==> config.mk <==
export PLATFORM = sky130hd
export DESIGN_NAME = multiphase_saw_triangle_lfo_top
export DESIGN_NICKNAME = d
export VERILOG_FILES = /design/src/rtl/mslfo_pkg.sv /design/src/rtl/mslfo_fifo.sv /design/src/rtl/mslfo_front.sv /design/src/rtl/mslfo_back.sv /design/src/rtl/multiphase_saw_triangle_lfo_top.sv
export SDC_FILE = /design/constraint.sdc
export NUM_CORES = 2
export LEC_CHECK = 0
export BUFFER_PORTS_ARGS = -buffer_cell sky130_fd_sc_hd__clkbuf_2
export CAP_MARGIN = 15
export CORE_UTILIZATION = 33
export CTS_BUF_LIST = sky130_fd_sc_hd__clkbuf_8
export CTS_CLUSTER_DIAMETER = 80
export CTS_CLUSTER_SIZE = 28
export DETAILED_ROUTE_END_ITERATION = 6
export GPL_ROUTABILITY_DRIVEN = 0
export PLACE_DENSITY_LB_ADDON = 0.12
export SLEW_MARGIN = 20
export SYNTH_ARGS = -nofsm -noshare
export SYNTH_HDL_FRONTEND = slang
export SYNTH_SLANG_ARGS = --single-unit
==> constraint.sdc <==
create_clock -name clk -period 17.47 [get_ports clk]
set_input_delay 3.494 -clock clk [delete_from_list [all_inputs] [get_ports clk]]
set_output_delay 3.494 -clock clk [all_outputs]
set_load 0.01 [all_outputs]
==> src/rtl/mslfo_pkg.sv <==
package mslfo_pkg;

	// Field and register widths
	localparam int STEP_W     = 21;
	localparam int GAIN_W     = 15;
	localparam int MODE_W     = 2;
	localparam int CH_W       = 4;
	localparam int LEVEL_W    = 30;
	localparam int CFG_ADDR_W = 2;
	localparam int CFG_DATA_W = 21;

	// Defaults handed to the top level parameters
	localparam int FRAC_BITS_DEF   = 24;
	localparam int QUEUE_DEPTH_DEF = 4;

	// Gains are Q3.12: round by adding half an LSB, then drop the fraction
	localparam int GAIN_FRAC = 12;

	localparam logic [CH_W-1:0] CH_LAST = {CH_W{1'b1}};

	localparam logic signed [LEVEL_W-1:0] LEVEL_MAX = {1'b0, {(LEVEL_W-1){1'b1}}};
	localparam logic signed [LEVEL_W-1:0] LEVEL_MIN = {1'b1, {(LEVEL_W-1){1'b0}}};

	// Register reset values
	localparam logic [STEP_W-1:0] PHASE_STEP_RST = STEP_W'(152);
	localparam logic [GAIN_W-1:0] SAW_GAIN_RST   = GAIN_W'(4096);
	localparam logic [GAIN_W-1:0] TRI_GAIN_RST   = GAIN_W'(4096);

	typedef enum logic [CFG_ADDR_W-1:0] {
		REG_PHASE_STEP = 2'd0,
		REG_SAW_GAIN   = 2'd1,
		REG_TRI_GAIN   = 2'd2,
		REG_SAW_MODE   = 2'd3
	} cfg_reg_e_t;

	// Saw sign modes; the unused code behaves as all up
	localparam logic [MODE_W-1:0] MODE_UP    = 2'd0;
	localparam logic [MODE_W-1:0] MODE_DOWN  = 2'd1;
	localparam logic [MODE_W-1:0] MODE_SPLIT = 2'd2;

	typedef struct packed {
		logic [STEP_W-1:0] phase_step;
		logic [GAIN_W-1:0] saw_gain;
		logic [GAIN_W-1:0] tri_gain;
		logic [MODE_W-1:0] saw_mode;
	} lfo_cfg_t;

	// Triangle segments: rising through 0..1, falling 1..-1, rising -1..0
	typedef enum logic [2:0] {
		SEG_UP_POS_LO = 3'd0,
		SEG_UP_POS_HI = 3'd1,
		SEG_DN_POS_HI = 3'd2,
		SEG_DN_POS_LO = 3'd3,
		SEG_DN_NEG_LO = 3'd4,
		SEG_DN_NEG_HI = 3'd5,
		SEG_UP_NEG_HI = 3'd6,
		SEG_UP_NEG_LO = 3'd7
	} seg_t;

	typedef struct packed {
		seg_t seg;      // segment the tick started in
		logic saw_rst;  // saw wrapped to minus one on this tick
	} seg_info_t;

	typedef enum logic [1:0] {
		BASE_SAW     = 2'd0,
		BASE_TRI     = 2'd1,
		BASE_NEG_ONE = 2'd2
	} base_sel_t;

	// How one output channel is formed: neg ? -(b + ofs/4) : (b + ofs/4),
	// where b is the selected base, negated when bneg is set
	typedef struct packed {
		base_sel_t         base_sel;
		logic              bneg;
		logic signed [3:0] ofs;
		logic              neg;
	} coef_t;

	// Saw offsets in quarters for 45, 90, ..., 315 degrees
	localparam logic signed [3:0] SAW_OFS [8][7] = '{
		'{ 4'sd1,  4'sd2,  4'sd3, -4'sd4, -4'sd3, -4'sd2, -4'sd1},
		'{ 4'sd1,  4'sd2, -4'sd5, -4'sd4, -4'sd3, -4'sd2, -4'sd1},
		'{ 4'sd1, -4'sd6, -4'sd5, -4'sd4, -4'sd3, -4'sd2, -4'sd1},
		'{-4'sd7, -4'sd6, -4'sd5, -4'sd4, -4'sd3, -4'sd2, -4'sd1},
		'{ 4'sd1,  4'sd2,  4'sd3,  4'sd4,  4'sd5,  4'sd6,  4'sd7},
		'{ 4'sd1,  4'sd2,  4'sd3,  4'sd4,  4'sd5,  4'sd6, -4'sd1},
		'{ 4'sd1,  4'sd2,  4'sd3,  4'sd4,  4'sd5, -4'sd2, -4'sd1},
		'{ 4'sd1,  4'sd2,  4'sd3,  4'sd4, -4'sd3, -4'sd2, -4'sd1}
	};

	// Triangle 45, 90, 135 degrees: negate the triangle, offset in quarters
	localparam logic TRI_NEG [8][3] = '{
		'{1'b0, 1'b1, 1'b1}, '{1'b1, 1'b1, 1'b1}, '{1'b0, 1'b0, 1'b0}, '{1'b0, 1'b0, 1'b1},
		'{1'b0, 1'b1, 1'b1}, '{1'b1, 1'b1, 1'b1}, '{1'b0, 1'b0, 1'b0}, '{1'b0, 1'b0, 1'b1}
	};

	localparam logic signed [3:0] TRI_OFS [8][3] = '{
		'{ 4'sd2,  4'sd4,  4'sd2}, '{ 4'sd6,  4'sd4,  4'sd2},
		'{-4'sd2, -4'sd4, -4'sd6}, '{-4'sd2, -4'sd4, -4'sd2},
		'{-4'sd2, -4'sd4, -4'sd2}, '{-4'sd6, -4'sd4, -4'sd2},
		'{ 4'sd2,  4'sd4,  4'sd6}, '{ 4'sd2,  4'sd4,  4'sd2}
	};

	// Channel order: saws 45,0,315,270,225,180,135,90 then triangles
	// 135,90,45,0 and their inversions
	function automatic coef_t chan_coef(input seg_t seg, input logic saw_rst,
			input logic [CH_W-1:0] ch, input logic [MODE_W-1:0] mode);
		coef_t      c;
		logic [2:0] idx;
		logic [1:0] k;
		logic       neg_lo;
		logic       neg_hi;
		neg_lo = (mode == MODE_DOWN);
		neg_hi = (mode == MODE_DOWN) || (mode == MODE_SPLIT);
		idx    = 3'(4'd8 - ch);
		k      = 2'(2'd2 - ch[1:0]);
		c.base_sel = BASE_SAW;
		c.bneg     = 1'b0;
		c.ofs      = 4'sd0;
		c.neg      = 1'b0;
		if (!ch[3]) begin
			c.neg = ch[2] ? neg_hi : neg_lo;
			priority if (ch == 4'd0) begin
				c.ofs = SAW_OFS[seg][0];
			end else if (ch == 4'd1) begin
				if (saw_rst) begin
					c.base_sel = BASE_NEG_ONE;
				end
			end else begin
				c.ofs = SAW_OFS[seg][idx];
			end
		end else begin
			c.base_sel = BASE_TRI;
			c.neg      = ch[2];
			if (ch[1:0] != 2'd3) begin
				c.bneg = TRI_NEG[seg][k];
				c.ofs  = TRI_OFS[seg][k];
			end
		end
		return c;
	endfunction

endpackage

==> src/rtl/mslfo_fifo.sv <==
module mslfo_fifo #(
	parameter int WIDTH = 8,
	parameter int DEPTH = 4
) (
	input  logic             clk,
	input  logic             arst_n,
	input  logic             wr_en,
	input  logic [WIDTH-1:0] wr_data,
	output logic             full,
	input  logic             rd_en,
	output logic [WIDTH-1:0] rd_data,
	output logic             empty
);

	localparam int PTR_W = (DEPTH > 1) ? $clog2(DEPTH) : 1;
	localparam int CNT_W = $clog2(DEPTH + 1);
	localparam logic [PTR_W-1:0] PTR_END = PTR_W'(DEPTH - 1);

	logic [WIDTH-1:0] mem_q [DEPTH];
	logic [PTR_W-1:0] wr_ptr_q;
	logic [PTR_W-1:0] rd_ptr_q;
	logic [CNT_W-1:0] count_q;

	assign full    = (count_q == CNT_W'(DEPTH));
	assign empty   = (count_q == '0);
	assign rd_data = mem_q[rd_ptr_q];

	always_ff @(posedge clk) begin
		if (wr_en) begin
			mem_q[wr_ptr_q] <= wr_data;
		end
	end

	always_ff @(posedge clk or negedge arst_n) begin
		if (!arst_n) begin
			wr_ptr_q <= '0;
			rd_ptr_q <= '0;
			count_q  <= '0;
		end else begin
			if (wr_en) begin
				wr_ptr_q <= (wr_ptr_q == PTR_END) ? '0 : PTR_W'(wr_ptr_q + 1'b1);
			end
			if (rd_en) begin
				rd_ptr_q <= (rd_ptr_q == PTR_END) ? '0 : PTR_W'(rd_ptr_q + 1'b1);
			end
			unique case ({wr_en, rd_en})
				2'b10:   count_q <= CNT_W'(count_q + 1'b1);
				2'b01:   count_q <= CNT_W'(count_q - 1'b1);
				default: count_q <= count_q;
			endcase
		end
	end

endmodule

==> src/rtl/mslfo_front.sv <==
module mslfo_front #(
	parameter int FRAC_BITS = mslfo_pkg::FRAC_BITS_DEF,
	parameter int PH_W      = FRAC_BITS + 5
) (
	input  logic                   clk,
	input  logic                   arst_n,
	input  logic                   in_valid,
	output logic                   in_ready,
	input  logic                   advance,
	input  mslfo_pkg::lfo_cfg_t    cfg,
	input  logic                   q_full,
	output logic                   push,
	output logic signed [PH_W-1:0] push_tri,
	output logic signed [PH_W-1:0] push_saw,
	output mslfo_pkg::seg_info_t   push_info
);

	localparam logic signed [PH_W-1:0] ONE  = PH_W'(1) <<< FRAC_BITS;
	localparam logic signed [PH_W-1:0] HALF = PH_W'(1) <<< (FRAC_BITS - 1);

	mslfo_pkg::seg_t       seg_q;
	mslfo_pkg::seg_t       seg_nx;
	logic signed [PH_W-1:0] tri_q;
	logic signed [PH_W-1:0] saw_q;
	logic signed [PH_W-1:0] tri_nx;
	logic signed [PH_W-1:0] saw_nx;
	logic signed [PH_W-1:0] step_x;
	logic signed [PH_W-1:0] tri_sum;
	logic signed [PH_W-1:0] saw_sum;
	logic                   falling;
	logic                   saw_rst;
	logic                   tick;

	assign in_ready = !q_full;
	// ticks with advance low are dropped here and never reach the queue
	assign tick     = in_valid && in_ready && advance;
	assign push     = tick;

	assign step_x  = $signed({{(PH_W-mslfo_pkg::STEP_W){1'b0}}, cfg.phase_step});
	assign falling = (seg_q == mslfo_pkg::SEG_DN_POS_HI) || (seg_q == mslfo_pkg::SEG_DN_POS_LO) ||
	                 (seg_q == mslfo_pkg::SEG_DN_NEG_LO) || (seg_q == mslfo_pkg::SEG_DN_NEG_HI);
	assign tri_sum = falling ? (tri_q - step_x) : (tri_q + step_x);
	assign saw_sum = saw_q + (step_x >>> 1);

	always_comb begin
		seg_nx  = seg_q;
		tri_nx  = tri_sum;
		saw_nx  = saw_sum;
		saw_rst = 1'b0;
		unique case (seg_q)
			mslfo_pkg::SEG_UP_POS_LO: begin
				if (tri_sum > HALF) seg_nx = mslfo_pkg::SEG_UP_POS_HI;
			end
			mslfo_pkg::SEG_UP_POS_HI: begin
				if (tri_sum > ONE) begin
					seg_nx = mslfo_pkg::SEG_DN_POS_HI;
					tri_nx = ONE;
				end
			end
			mslfo_pkg::SEG_DN_POS_HI: begin
				if (tri_sum < HALF) seg_nx = mslfo_pkg::SEG_DN_POS_LO;
			end
			mslfo_pkg::SEG_DN_POS_LO: begin
				if (tri_sum < 0) begin
					seg_nx  = mslfo_pkg::SEG_DN_NEG_LO;
					saw_nx  = -ONE;
					saw_rst = 1'b1;
				end
			end
			mslfo_pkg::SEG_DN_NEG_LO: begin
				if (tri_sum < -HALF) seg_nx = mslfo_pkg::SEG_DN_NEG_HI;
			end
			mslfo_pkg::SEG_DN_NEG_HI: begin
				if (tri_sum < -ONE) begin
					seg_nx = mslfo_pkg::SEG_UP_NEG_HI;
					tri_nx = -ONE;
				end
			end
			mslfo_pkg::SEG_UP_NEG_HI: begin
				if (tri_sum > -HALF) seg_nx = mslfo_pkg::SEG_UP_NEG_LO;
			end
			mslfo_pkg::SEG_UP_NEG_LO: begin
				if (tri_sum > 0) seg_nx = mslfo_pkg::SEG_UP_POS_LO;
			end
			default: seg_nx = seg_q;
		endcase
	end

	// shifted saws use the saw before its wrap, so push the sum itself
	assign push_tri          = tri_nx;
	assign push_saw          = saw_sum;
	assign push_info.seg     = seg_q;
	assign push_info.saw_rst = saw_rst;

	always_ff @(posedge clk or negedge arst_n) begin
		if (!arst_n) begin
			seg_q <= mslfo_pkg::SEG_UP_POS_LO;
			tri_q <= '0;
			saw_q <= '0;
		end else if (tick) begin
			seg_q <= seg_nx;
			tri_q <= tri_nx;
			saw_q <= saw_nx;
		end
	end

endmodule

==> src/rtl/mslfo_back.sv <==
module mslfo_back #(
	parameter int FRAC_BITS = mslfo_pkg::FRAC_BITS_DEF,
	parameter int PH_W      = FRAC_BITS + 5
) (
	input  logic                                   clk,
	input  logic                                   arst_n,
	input  mslfo_pkg::lfo_cfg_t                    cfg,
	input  logic                                   q_valid,
	input  logic signed [PH_W-1:0]                 q_tri,
	input  logic signed [PH_W-1:0]                 q_saw,
	input  mslfo_pkg::seg_info_t                   q_info,
	output logic                                   pop,
	output logic                                   out_valid,
	input  logic                                   out_ready,
	output logic [mslfo_pkg::CH_W-1:0]             channel,
	output logic signed [mslfo_pkg::LEVEL_W-1:0]   level,
	output logic                                   last
);

	localparam int CH_W = mslfo_pkg::CH_W;
	localparam int WV_W = PH_W + 1;
	localparam int WX_W = PH_W + 2;
	localparam int WP_W = WX_W + mslfo_pkg::GAIN_W + 1;

	localparam logic signed [PH_W-1:0] ONE   = PH_W'(1) <<< FRAC_BITS;
	localparam logic signed [WX_W-1:0] ONE_X = WX_W'(1) <<< FRAC_BITS;
	localparam logic signed [WP_W-1:0] RND   = WP_W'(1) <<< (mslfo_pkg::GAIN_FRAC - 1);
	localparam logic signed [WP_W-1:0] LMAX  = WP_W'(mslfo_pkg::LEVEL_MAX);
	localparam logic signed [WP_W-1:0] LMIN  = WP_W'(mslfo_pkg::LEVEL_MIN);

	logic [CH_W-1:0]                     ch_q;
	logic                                en;
	logic                                issue;
	mslfo_pkg::coef_t                    coef;
	logic signed [PH_W-1:0]              base;
	logic signed [WV_W-1:0]              bterm;
	logic signed [WV_W-1:0]              oterm;
	logic signed [WV_W-1:0]              w;

	logic                                valid_s1;
	logic [CH_W-1:0]                     ch_s1;
	logic                                neg_s1;
	logic signed [WV_W-1:0]              w_s1;

	logic                                valid_s2;
	logic [CH_W-1:0]                     ch_s2;
	logic signed [WX_W-1:0]              x_s2;
	logic [mslfo_pkg::GAIN_W-1:0]        gain_s2;

	logic                                valid_s3;
	logic [CH_W-1:0]                     ch_s3;
	logic signed [WP_W-1:0]              p_s3;

	logic signed [WP_W-1:0]              rnd;
	logic signed [mslfo_pkg::LEVEL_W-1:0] sat;

	logic                                out_valid_q;
	logic [CH_W-1:0]                     channel_q;
	logic signed [mslfo_pkg::LEVEL_W-1:0] level_q;

	// whole pipeline holds while the output word waits
	assign en    = !out_valid_q || out_ready;
	assign issue = en && q_valid;
	assign pop   = issue && (ch_q == mslfo_pkg::CH_LAST);

	assign coef = mslfo_pkg::chan_coef(q_info.seg, q_info.saw_rst, ch_q, cfg.saw_mode);

	always_comb begin
		unique case (coef.base_sel)
			mslfo_pkg::BASE_SAW:     base = q_saw;
			mslfo_pkg::BASE_TRI:     base = q_tri;
			mslfo_pkg::BASE_NEG_ONE: base = -ONE;
			default:                 base = q_saw;
		endcase
	end

	assign bterm = coef.bneg ? -WV_W'(base) : WV_W'(base);
	assign oterm = WV_W'(coef.ofs) <<< (FRAC_BITS - 2);
	assign w     = bterm + oterm;

	assign rnd = (p_s3 + RND) >>> mslfo_pkg::GAIN_FRAC;

	always_comb begin
		priority if (rnd > LMAX) begin
			sat = mslfo_pkg::LEVEL_MAX;
		end else if (rnd < LMIN) begin
			sat = mslfo_pkg::LEVEL_MIN;
		end else begin
			sat = rnd[mslfo_pkg::LEVEL_W-1:0];
		end
	end

	always_ff @(posedge clk or negedge arst_n) begin
		if (!arst_n) begin
			ch_q        <= '0;
			valid_s1    <= 1'b0;
			valid_s2    <= 1'b0;
			valid_s3    <= 1'b0;
			out_valid_q <= 1'b0;
		end else if (en) begin
			if (issue) begin
				ch_q <= CH_W'(ch_q + 1'b1);
			end
			valid_s1    <= issue;
			valid_s2    <= valid_s1;
			valid_s3    <= valid_s2;
			out_valid_q <= valid_s3;
		end
	end

	always_ff @(posedge clk) begin
		if (en) begin
			ch_s1     <= ch_q;
			neg_s1    <= coef.neg;
			w_s1      <= w;
			ch_s2     <= ch_s1;
			x_s2      <= neg_s1 ? (ONE_X - WX_W'(w_s1)) : (ONE_X + WX_W'(w_s1));
			// channel msb marks the triangle half
			gain_s2   <= ch_s1[CH_W-1] ? cfg.tri_gain : cfg.saw_gain;
			ch_s3     <= ch_s2;
			p_s3      <= WP_W'(x_s2) * WP_W'($signed({1'b0, gain_s2}));
			channel_q <= ch_s3;
			level_q   <= sat;
		end
	end

	assign out_valid = out_valid_q;
	assign channel   = channel_q;
	assign level     = level_q;
	assign last      = (channel_q == mslfo_pkg::CH_LAST);

endmodule

==> src/rtl/multiphase_saw_triangle_lfo_top.sv <==
// Eight-phase saw and triangle LFO. Each accepted word with advance high is
// one sample tick: it moves the triangle and saw phases one step and yields
// sixteen output words in channel order, saws 0-7 then triangles 8-15, with
// last set on channel 15. A word with advance low is dropped and yields
// nothing. The front end updates the phase state and takes one tick per
// cycle while its tick queue (QUEUE_DEPTH entries) has room; the back end
// forms one channel per cycle while the output is not stalled, through a
// single gain multiplier. The first word of a tick passes through the tick
// queue, the back end stages s1, s2 and s3 and the output register. Write
// the registers only while no tick is in flight.
module multiphase_saw_triangle_lfo_top #(
	parameter int FRAC_BITS   = mslfo_pkg::FRAC_BITS_DEF,
	parameter int QUEUE_DEPTH = mslfo_pkg::QUEUE_DEPTH_DEF
) (
	input  logic                                 clk,
	input  logic                                 arst_n,
	input  logic                                 cfg_we,
	input  logic [mslfo_pkg::CFG_ADDR_W-1:0]     cfg_addr,
	input  logic [mslfo_pkg::CFG_DATA_W-1:0]     cfg_wdata,
	input  logic                                 in_valid,
	output logic                                 in_ready,
	input  logic                                 advance,
	output logic                                 out_valid,
	input  logic                                 out_ready,
	output logic [mslfo_pkg::CH_W-1:0]           channel,
	output logic signed [mslfo_pkg::LEVEL_W-1:0] level,
	output logic                                 last
);

	// Phase width: room for the step at any fraction size, plus headroom
	// for the clamp overshoot and the saw drift between wraps
	localparam int PH_W = ((FRAC_BITS > mslfo_pkg::STEP_W) ? FRAC_BITS : mslfo_pkg::STEP_W) + 5;
	localparam int Q_W  = 2 * PH_W + $bits(mslfo_pkg::seg_info_t);

	mslfo_pkg::lfo_cfg_t    cfg_q;

	logic                   push;
	logic signed [PH_W-1:0] push_tri;
	logic signed [PH_W-1:0] push_saw;
	mslfo_pkg::seg_info_t   push_info;
	logic                   q_full;
	logic                   q_empty;
	logic                   pop;
	logic [Q_W-1:0]         q_rd;
	logic signed [PH_W-1:0] q_tri;
	logic signed [PH_W-1:0] q_saw;
	mslfo_pkg::seg_info_t   q_info;

	// Register bank: writes land at once, wider data is cut to the field
	always_ff @(posedge clk or negedge arst_n) begin
		if (!arst_n) begin
			cfg_q.phase_step <= mslfo_pkg::PHASE_STEP_RST;
			cfg_q.saw_gain   <= mslfo_pkg::SAW_GAIN_RST;
			cfg_q.tri_gain   <= mslfo_pkg::TRI_GAIN_RST;
			cfg_q.saw_mode   <= mslfo_pkg::MODE_UP;
		end else if (cfg_we) begin
			unique case (mslfo_pkg::cfg_reg_e_t'(cfg_addr))
				mslfo_pkg::REG_PHASE_STEP: cfg_q.phase_step <= cfg_wdata[mslfo_pkg::STEP_W-1:0];
				mslfo_pkg::REG_SAW_GAIN:   cfg_q.saw_gain   <= cfg_wdata[mslfo_pkg::GAIN_W-1:0];
				mslfo_pkg::REG_TRI_GAIN:   cfg_q.tri_gain   <= cfg_wdata[mslfo_pkg::GAIN_W-1:0];
				mslfo_pkg::REG_SAW_MODE:   cfg_q.saw_mode   <= cfg_wdata[mslfo_pkg::MODE_W-1:0];
				default:                   cfg_q            <= cfg_q;
			endcase
		end
	end

	// Front end: take ticks, advance the segment machine, queue the phases
	mslfo_front #(
		.FRAC_BITS (FRAC_BITS),
		.PH_W      (PH_W)
	) u_front (
		.clk       (clk),
		.arst_n    (arst_n),
		.in_valid  (in_valid),
		.in_ready  (in_ready),
		.advance   (advance),
		.cfg       (cfg_q),
		.q_full    (q_full),
		.push      (push),
		.push_tri  (push_tri),
		.push_saw  (push_saw),
		.push_info (push_info)
	);

	// Tick queue: lets the front run ahead while the back drains 16 words
	mslfo_fifo #(
		.WIDTH (Q_W),
		.DEPTH (QUEUE_DEPTH)
	) u_queue (
		.clk     (clk),
		.arst_n  (arst_n),
		.wr_en   (push),
		.wr_data ({push_tri, push_saw, push_info}),
		.full    (q_full),
		.rd_en   (pop),
		.rd_data (q_rd),
		.empty   (q_empty)
	);

	assign {q_tri, q_saw, q_info} = q_rd;

	// Back end: per channel offset, gain, round, saturate; pop on issuing channel 15
	mslfo_back #(
		.FRAC_BITS (FRAC_BITS),
		.PH_W      (PH_W)
	) u_back (
		.clk       (clk),
		.arst_n    (arst_n),
		.cfg       (cfg_q),
		.q_valid   (!q_empty),
		.q_tri     (q_tri),
		.q_saw     (q_saw),
		.q_info    (q_info),
		.pop       (pop),
		.out_valid (out_valid),
		.out_ready (out_ready),
		.channel   (channel),
		.level     (level),
		.last      (last)
	);

endmodule

# Yosys cells after proc, flatten, opt, wreduce, memory -nomap -nowiden
# Memories as Yosys holds them, arrays and structs flattened.
# Cells that the tools add are included.
[word_totals] mem_bits_rw=248 word_cells=167 mem_bits_ro=344 latchBits=0 n_memories=4 regBits=299 inputBits=29
[classes] mux=52 n_mul=1 n_shift=0 n_eq_ne=31 n_bitwise=3 div_mod_pow=0 n_reduce_logical=23 n_addsub=15 order_cmp=13
[mem_list] memory="u_queue.mem_q" depth=4 width=62 rd=1 rd_clocked_by_memory_dff=0 wr=1 line="mslfo_fifo.sv:19" rtl="logic [WIDTH-1:0] mem_q [DEPTH];"
[mem_list] memory="(no name shown)" depth=8 width=28 rd=1 rd_clocked_by_memory_dff=0 wr=0 line="mslfo_pkg.sv:125" rtl="c.ofs = SAW_OFS[seg][0];"
[mem_list] memory="(no name shown)" depth=8 width=12 rd=1 rd_clocked_by_memory_dff=0 wr=0 line="mslfo_pkg.sv:138" rtl="c.ofs = TRI_OFS[seg][k];"
[mem_list] memory="(no name shown)" depth=8 width=3 rd=1 rd_clocked_by_memory_dff=0 wr=0 line="mslfo_pkg.sv:137" rtl="c.bneg = TRI_NEG[seg][k];"
[ops] operator="$mux W29" n=5
[ops] operator="$pmux W29 S2" n=2
[ops] operator="$mux W30" n=2
[ops] operator="$lt A29 B25 Y1 const B" n=2
[ops] operator="$mux W28" n=2
[ops] operator="$add A47 B13 Y47 const B" n=1
[ops] operator="$mul A31 B16 Y47" n=1
[ops] operator="$gt A35 B30 Y1 const B" n=1
[ops] operator="$lt A35 B30 Y1 const B" n=1
[ops] operator="$add A26 B30 Y31 const A" n=1
[ops] operator="$mux W31" n=1
[ops] operator="$sub A26 B30 Y31 const A" n=1
[ops] operator="$add A30 B26 Y30" n=1
[ops] operator="$mux W3" n=10
[ops] operator="$neg A29 Y30" n=1
[ops] operator="$add A29 B21 Y29" n=1
[ops] operator="$add A29 B22 Y29" n=1
[ops] operator="$gt A29 B1 Y1 const B" n=1
[ops] operator="$gt A29 B24 Y1 const B" n=1
[ops] operator="$gt A29 B25 Y1 const B" n=1
[ops] operator="$gt A29 B26 Y1 const B" n=1
[ops] operator="$lt A29 B1 Y1 const B" n=1
[ops] operator="$lt A29 B24 Y1 const B" n=1
[ops] operator="$sub A29 B22 Y29" n=1
[ops] operator="39 further kinds" n=97

# Longest topological paths before layout
# An unclocked memory read counts as a cell.
[depth] ltp_word=12 mapped_depth=27 mapped_depth_nobuf=26

# Hierarchy
# A second synthesis with hierarchy kept.
[hier_totals] cells_unflattened=3825 hier_area_um2=42693.4
[modules_own_cells] module="mslfo_back" cells_each=2515 area_each_um2=24673.7 n_inst=1 seq_area_each_um2=4974.8
[modules_own_cells] module="mslfo_fifo" cells_each=362 area_each_um2=9440.3 n_inst=1 seq_area_each_um2=7622.3
[modules_own_cells] module="mslfo_front" cells_each=833 area_each_um2=6545.0 n_inst=1 seq_area_each_um2=1526.5
[modules_own_cells] module="multiphase_saw_triangle_lfo_top" cells_each=115 area_each_um2=2034.5 n_inst=1 seq_area_each_um2=1332.5

# Least setup slack after synthesis
# Ideal clock, no wire load.
[synth_path] kind="in2reg" start="input out_ready" end="register u_queue.count_q[2]" setup_slack_ps=7418 setup_time_ps=79 arrival_ps=9973 path_stages=11 path_buffers=1 t_required_ps=17391 cell_sequence="nand2b_1 > clkbuf_1 > o31a_1 > nand2_1 > nor2_1 > ha_1 > inv_1 > fa_1 > xor2_1 > nor2_1 > xor2_1"
[synth_via] elab_chain_cells=5 elab_cells_between_ends=7 classes_between="eq/ne (2); mux (1); reduce/logical (4)"
[synth_lines] item="start: declaration" line="multiphase_saw_triangle_lfo_top.sv:24" rtl="input logic out_ready,"
[synth_lines] item="$logic_or A1 B1 Y1 (*)" line="mslfo_back.sv:62" rtl="assign en = !out_valid_q || out_ready;"
[synth_lines] item="named net u_back.en" line="mslfo_back.sv:32" rtl="logic en;"
[synth_lines] item="$logic_and A1 B1 Y1 (*)" line="mslfo_back.sv:63" rtl="assign issue = en && q_valid;"
[synth_lines] item="$logic_and A1 B1 Y1 (*)" line="mslfo_back.sv:64" rtl="assign pop = issue && (ch_q == mslfo_pkg::CH_LAST);"
[synth_lines] item="named net pop" line="multiphase_saw_triangle_lfo_top.sv:43" rtl="logic pop;"
[synth_lines] item="$eq A2 B1 Y1 / $eq A2 B2 Y1 (equally long branches)" line="mslfo_fifo.sv:46" rtl="unique case ({wr_en, rd_en})"
[synth_lines] item="$pmux W3 S2 / $reduce_bool A2 Y1 (equally long branches)"
[synth_lines] item="end signal: assignment" line="mslfo_fifo.sv:47" rtl="2'b10: count_q <= CNT_W'(count_q + 1'b1);"
[synth_lines] item="end signal: assignment" line="mslfo_fifo.sv:48" rtl="2'b01: count_q <= CNT_W'(count_q - 1'b1);"
[synth_lines] item="end signal: assignment" line="mslfo_fifo.sv:49" rtl="default: count_q <= count_q;"
[synth_lines] item="end: declaration" line="mslfo_fifo.sv:22" rtl="logic [CNT_W-1:0] count_q;"
# Mark *: on every way through the listed nets, which the timed path passes. The rest lies on a longest branch.
# A chain may end at the register's enable or synchronous reset.

# Final worst setup path
[layout_path] start="register u_back.gain_s2[6] (netlist name)" end="register u_back.p_s3[46] (data pin)"
[layout_via] elab_chain_cells=1
[layout_lines] item="start: declaration" line="mslfo_back.sv:48" rtl="logic [mslfo_pkg::GAIN_W-1:0] gain_s2;"
[layout_lines] item="start signal: assignment" line="mslfo_back.sv:119" rtl="gain_s2 <= ch_s1[CH_W-1] ? cfg.tri_gain : cfg.saw_gain;"
[layout_lines] item="$mul A31 B16 Y47" line="mslfo_back.sv:121" rtl="p_s3 <= WP_W'(x_s2) * WP_W'($signed({1'b0, gain_s2}));"
[layout_lines] item="end signal: assignment" line="mslfo_back.sv:121"
[layout_lines] item="end: declaration" line="mslfo_back.sv:52" rtl="logic signed [WP_W-1:0] p_s3;"
# No other way between the ends.

==> summary.txt <==
Yosys warning count -> 0
1st-pass router iterations -> 7
CP Capture Type -> flop
footprint of the multi-input gates -> 23100 sq um
syn_area_per_cell -> 11.3 sq um
syn_nets -> 4304
Synth Cell Area -> 41300 sq um
DR vias/cell -> 4.74
Cell Rows -> 129
max_slew headroom -> 28.2%
Clock transition at path regs -> 0.11 ns
R2R Setup Slk -> 9.78 ns
Starting Density -> 33.3%
CTS tree -> done
die height -> 356 um
worst reg-to-reg path cell count -> 24
Ports -> 66
Synth Flop Type -> edfxtp_1
final hold violations -> 0
register area -> 15500 sq um
post-route cell area -> 44400 sq um
worst reg2reg path startpoint -> u_back.gain_s2[6]
Hold-fix buffers, CTS -> 0
FILL cells -> 12400
die area -> 126000 sq um
DP HPWL -> 75600 um
Final min period -> 7.69 ns
Wirelength per Cell -> 18.9 um
first-pass GRT wire length -> 160000 um
Seq/Total Area, Yosys -> 37.5%
Hold Crit Class -> reg -> reg
GRT Total Usage -> 16.4%
# setup viols final -> 0
clk_lat worst skew -> 0.77 ns
vias in the first global route -> 27200
FF+latch count, synth -> 536
largest net degree at the start of global routing -> 75
hold_ws -> 0.432 ns
CP startpoint -> u_back.gain_s2[6]
initial DRC count -> 1340
final max-slew violation count -> 0
Startpoint Class -> flop
WL final -> 100000 um
Least-Margin Pin Slew -> 1.08 ns
unrepaired setup endpoints after global routing -> no
DP Area -> 43300 sq um
Clock Path Buffers -> 3
share of layout cells above drive strength 1 -> 9.48%
clock skew -> 0.0933 ns
drt drc -> 28
placed cells -> 5231
Final nets -> 4296
Root Buffer -> clkbuf_8
Synth cell types -> 97
Worst setup endpoint -> u_back.p_s3[46]
final period utilization -> 44.0%
Non-Filler Instances -> 5310
status -> finished with violations
Worst Setup Path Type -> reg -> reg
PortBufs -> 65
Core Area -> 124000 sq um
Worst R2R End -> u_back.p_s3[46]
area added between synthesis and finish -> 7.51%
Area contributors post-synth -> edfxtp_1 (30%), fa_1 (22%), dfrtp_1 (7.5%)
ANT nets after route -> 0
maxcap violations -> 0
GRT overflow -> 0
FMAX -> 130 MHz
via count -> 25200
Post-synth EDFFs -> 407
initial antenna violation count -> 2
WP data arrival -> 8.14 ns
post-CTS resize count -> 0
Synth area leader -> edfxtp_1
CTS buffer count -> 40
Syn Inst Count -> 3646
top cell type's share of synthesized area -> 29.6%
fraction of registers with async set/reset -> 24.1%
H-tree levels -> 2
clk sinks -> 536
CP max FO -> 31
Setup Buffers After CTS -> 0
failing checks -> design-rule violations
Required @ worst endpoint -> 17.92 ns
Die X -> 356 um
total negative slack -> 0 ns
==> how the worst min path moves through the flow <==
stage                        end  slack [ns]  cells past startpoint       startpoint
2_1_floorplan    u_back.ch_s2[0]        0.40                      0  u_back.ch_s1[0]
3_3_place_gp     u_back.ch_s2[2]        0.40                      0  u_back.ch_s1[2]
3_5_place_dp     u_back.ch_s2[2]        0.41                      0  u_back.ch_s1[2]
4_1_cts        u_back.channel[3]        0.43                      0  u_back.ch_s3[3]
5_1_grt          u_back.ch_s2[2]        0.45                      0  u_back.ch_s1[2]
6_report       u_back.channel[3]        0.43                      0  u_back.ch_s3[3]
==> metal layers <==
metal  global-route usage [%]  share of wire [%]
met4                     3.38                1.7
met3                     1.97                3.0
met2                     28.0                 48
met5                        0                  0
met1                     22.2                 47
==> layout by cell type (no fill, tap or decap), types with 9 or more instances in the layout <==
| master | n |
|---|---|
| nor3_1 | 30 |
| or3_1 | 17 |
| clkbuf_8 | 40 |
| nand2_1 | 414 |
| a31oi_1 | 16 |
| xnor2_1 | 138 |
| nand2b_1 | 21 |
| inv_1 | 546 |
| nand4_1 | 20 |
| a211o_1 | 9 |
| and3_1 | 19 |
| o31ai_1 | 44 |
| mux2_2 | 72 |
| a21o_1 | 32 |
| edfxtp_1 | 407 |
| fa_1 | 444 |
| and2_1 | 230 |
| clkbuf_2 | 64 |
| xor2_1 | 73 |
| o21ai_0 | 125 |
| o21a_1 | 13 |
| o21bai_1 | 17 |
| buf_4 | 34 |
| ha_1 | 185 |
| nor2b_1 | 14 |
| mux4_2 | 56 |
| nand3_1 | 33 |
| nor2_1 | 119 |
| dfrtp_1 | 122 |
| a22o_1 | 17 |
| a21oi_1 | 107 |
==> critical path, stage by stage (launching register included) <==
cell       delay [ns]
edfxtp_1         0.81
and2_1           0.37
fa_1             0.54
inv_1            0.06
fa_1             0.54
fa_1             0.53
inv_1            0.05
fa_1             0.47
fa_1             0.59
inv_1            0.07
fa_1             0.53
inv_1            0.04
ha_1             0.33
a2111oi_0        0.43
nand2b_1         0.09
a41o_1           0.20
a21oi_1          0.26
nor4_1           0.19
o21ai_0          0.20
nand2_1          0.13
o21ai_0          0.33
a31oi_1          0.18
a21o_1           0.23
a21oi_1          0.17
xnor2_1          0.07
==> area by class of cell <==
| type | count | share of cell area, % |
|---|---|---|
| tap | 1637 | 4.62 |
| timing repair buffer | 101 | 1.39 |
| multi-input combinational | 2412 | 52.2 |
| sequential | 536 | 34.9 |
| inverter | 547 | 4.63 |
| clock buffer | 40 | 1.24 |
| antenna | 3 | 0.0169 |
| clock inverter | 34 | 1.08 |
==> registers in the layout (all words and copies together), names as in the netlist, 2 cells and up <==
name,flops
cfg_q,53
u_back.ch_q,4
u_back.ch_s1,4
u_back.ch_s2,4
u_back.ch_s3,4
u_back.channel,4
u_back.gain_s2,15
u_back.level,30
u_back.p_s3,36
u_back.w_s1,30
u_back.x_s2,31
u_front.saw_q,29
u_front.seg_q,3
u_front.tri_q,29
u_queue.count_q,3
u_queue.mem_q,248
u_queue.rd_ptr_q,2
u_queue.wr_ptr_q,2
==> logic make-up after synthesis <==
family,after synthesis,synth area share (%)
compound gates,459,7.33
xor+xnor,212,4.52
fa+ha+maj,629,27.2
buf+inv,698,6.50
flops,536,37.5
mux,139,5.42
simple gates,973,11.6
==> cell usage after synthesis (all sizes together) (108+ instances only) <==
library cell and count:
o21ai 135, nor2 119, edfxtp 407, ha 185, nand2 414, inv 546, dfrtp 124, fa 444
clkbuf 132, xnor2 139, a21oi 108, and2 234
==> per-stage QoR <==
step / setup WS [ns] / utilization (%)
final: 9.78 / 35.8
after global routing: 9.24 / 35.8
after CTS: 9.58 / 35.8
after detailed placement: 9.63 / 35.0
after global placement: 9.70 / 35.0
after floorplan: 7.42 / -
Power is not shown: default switching activity piles up to over one toggle a cycle in this logic, so the estimate is an artifact.
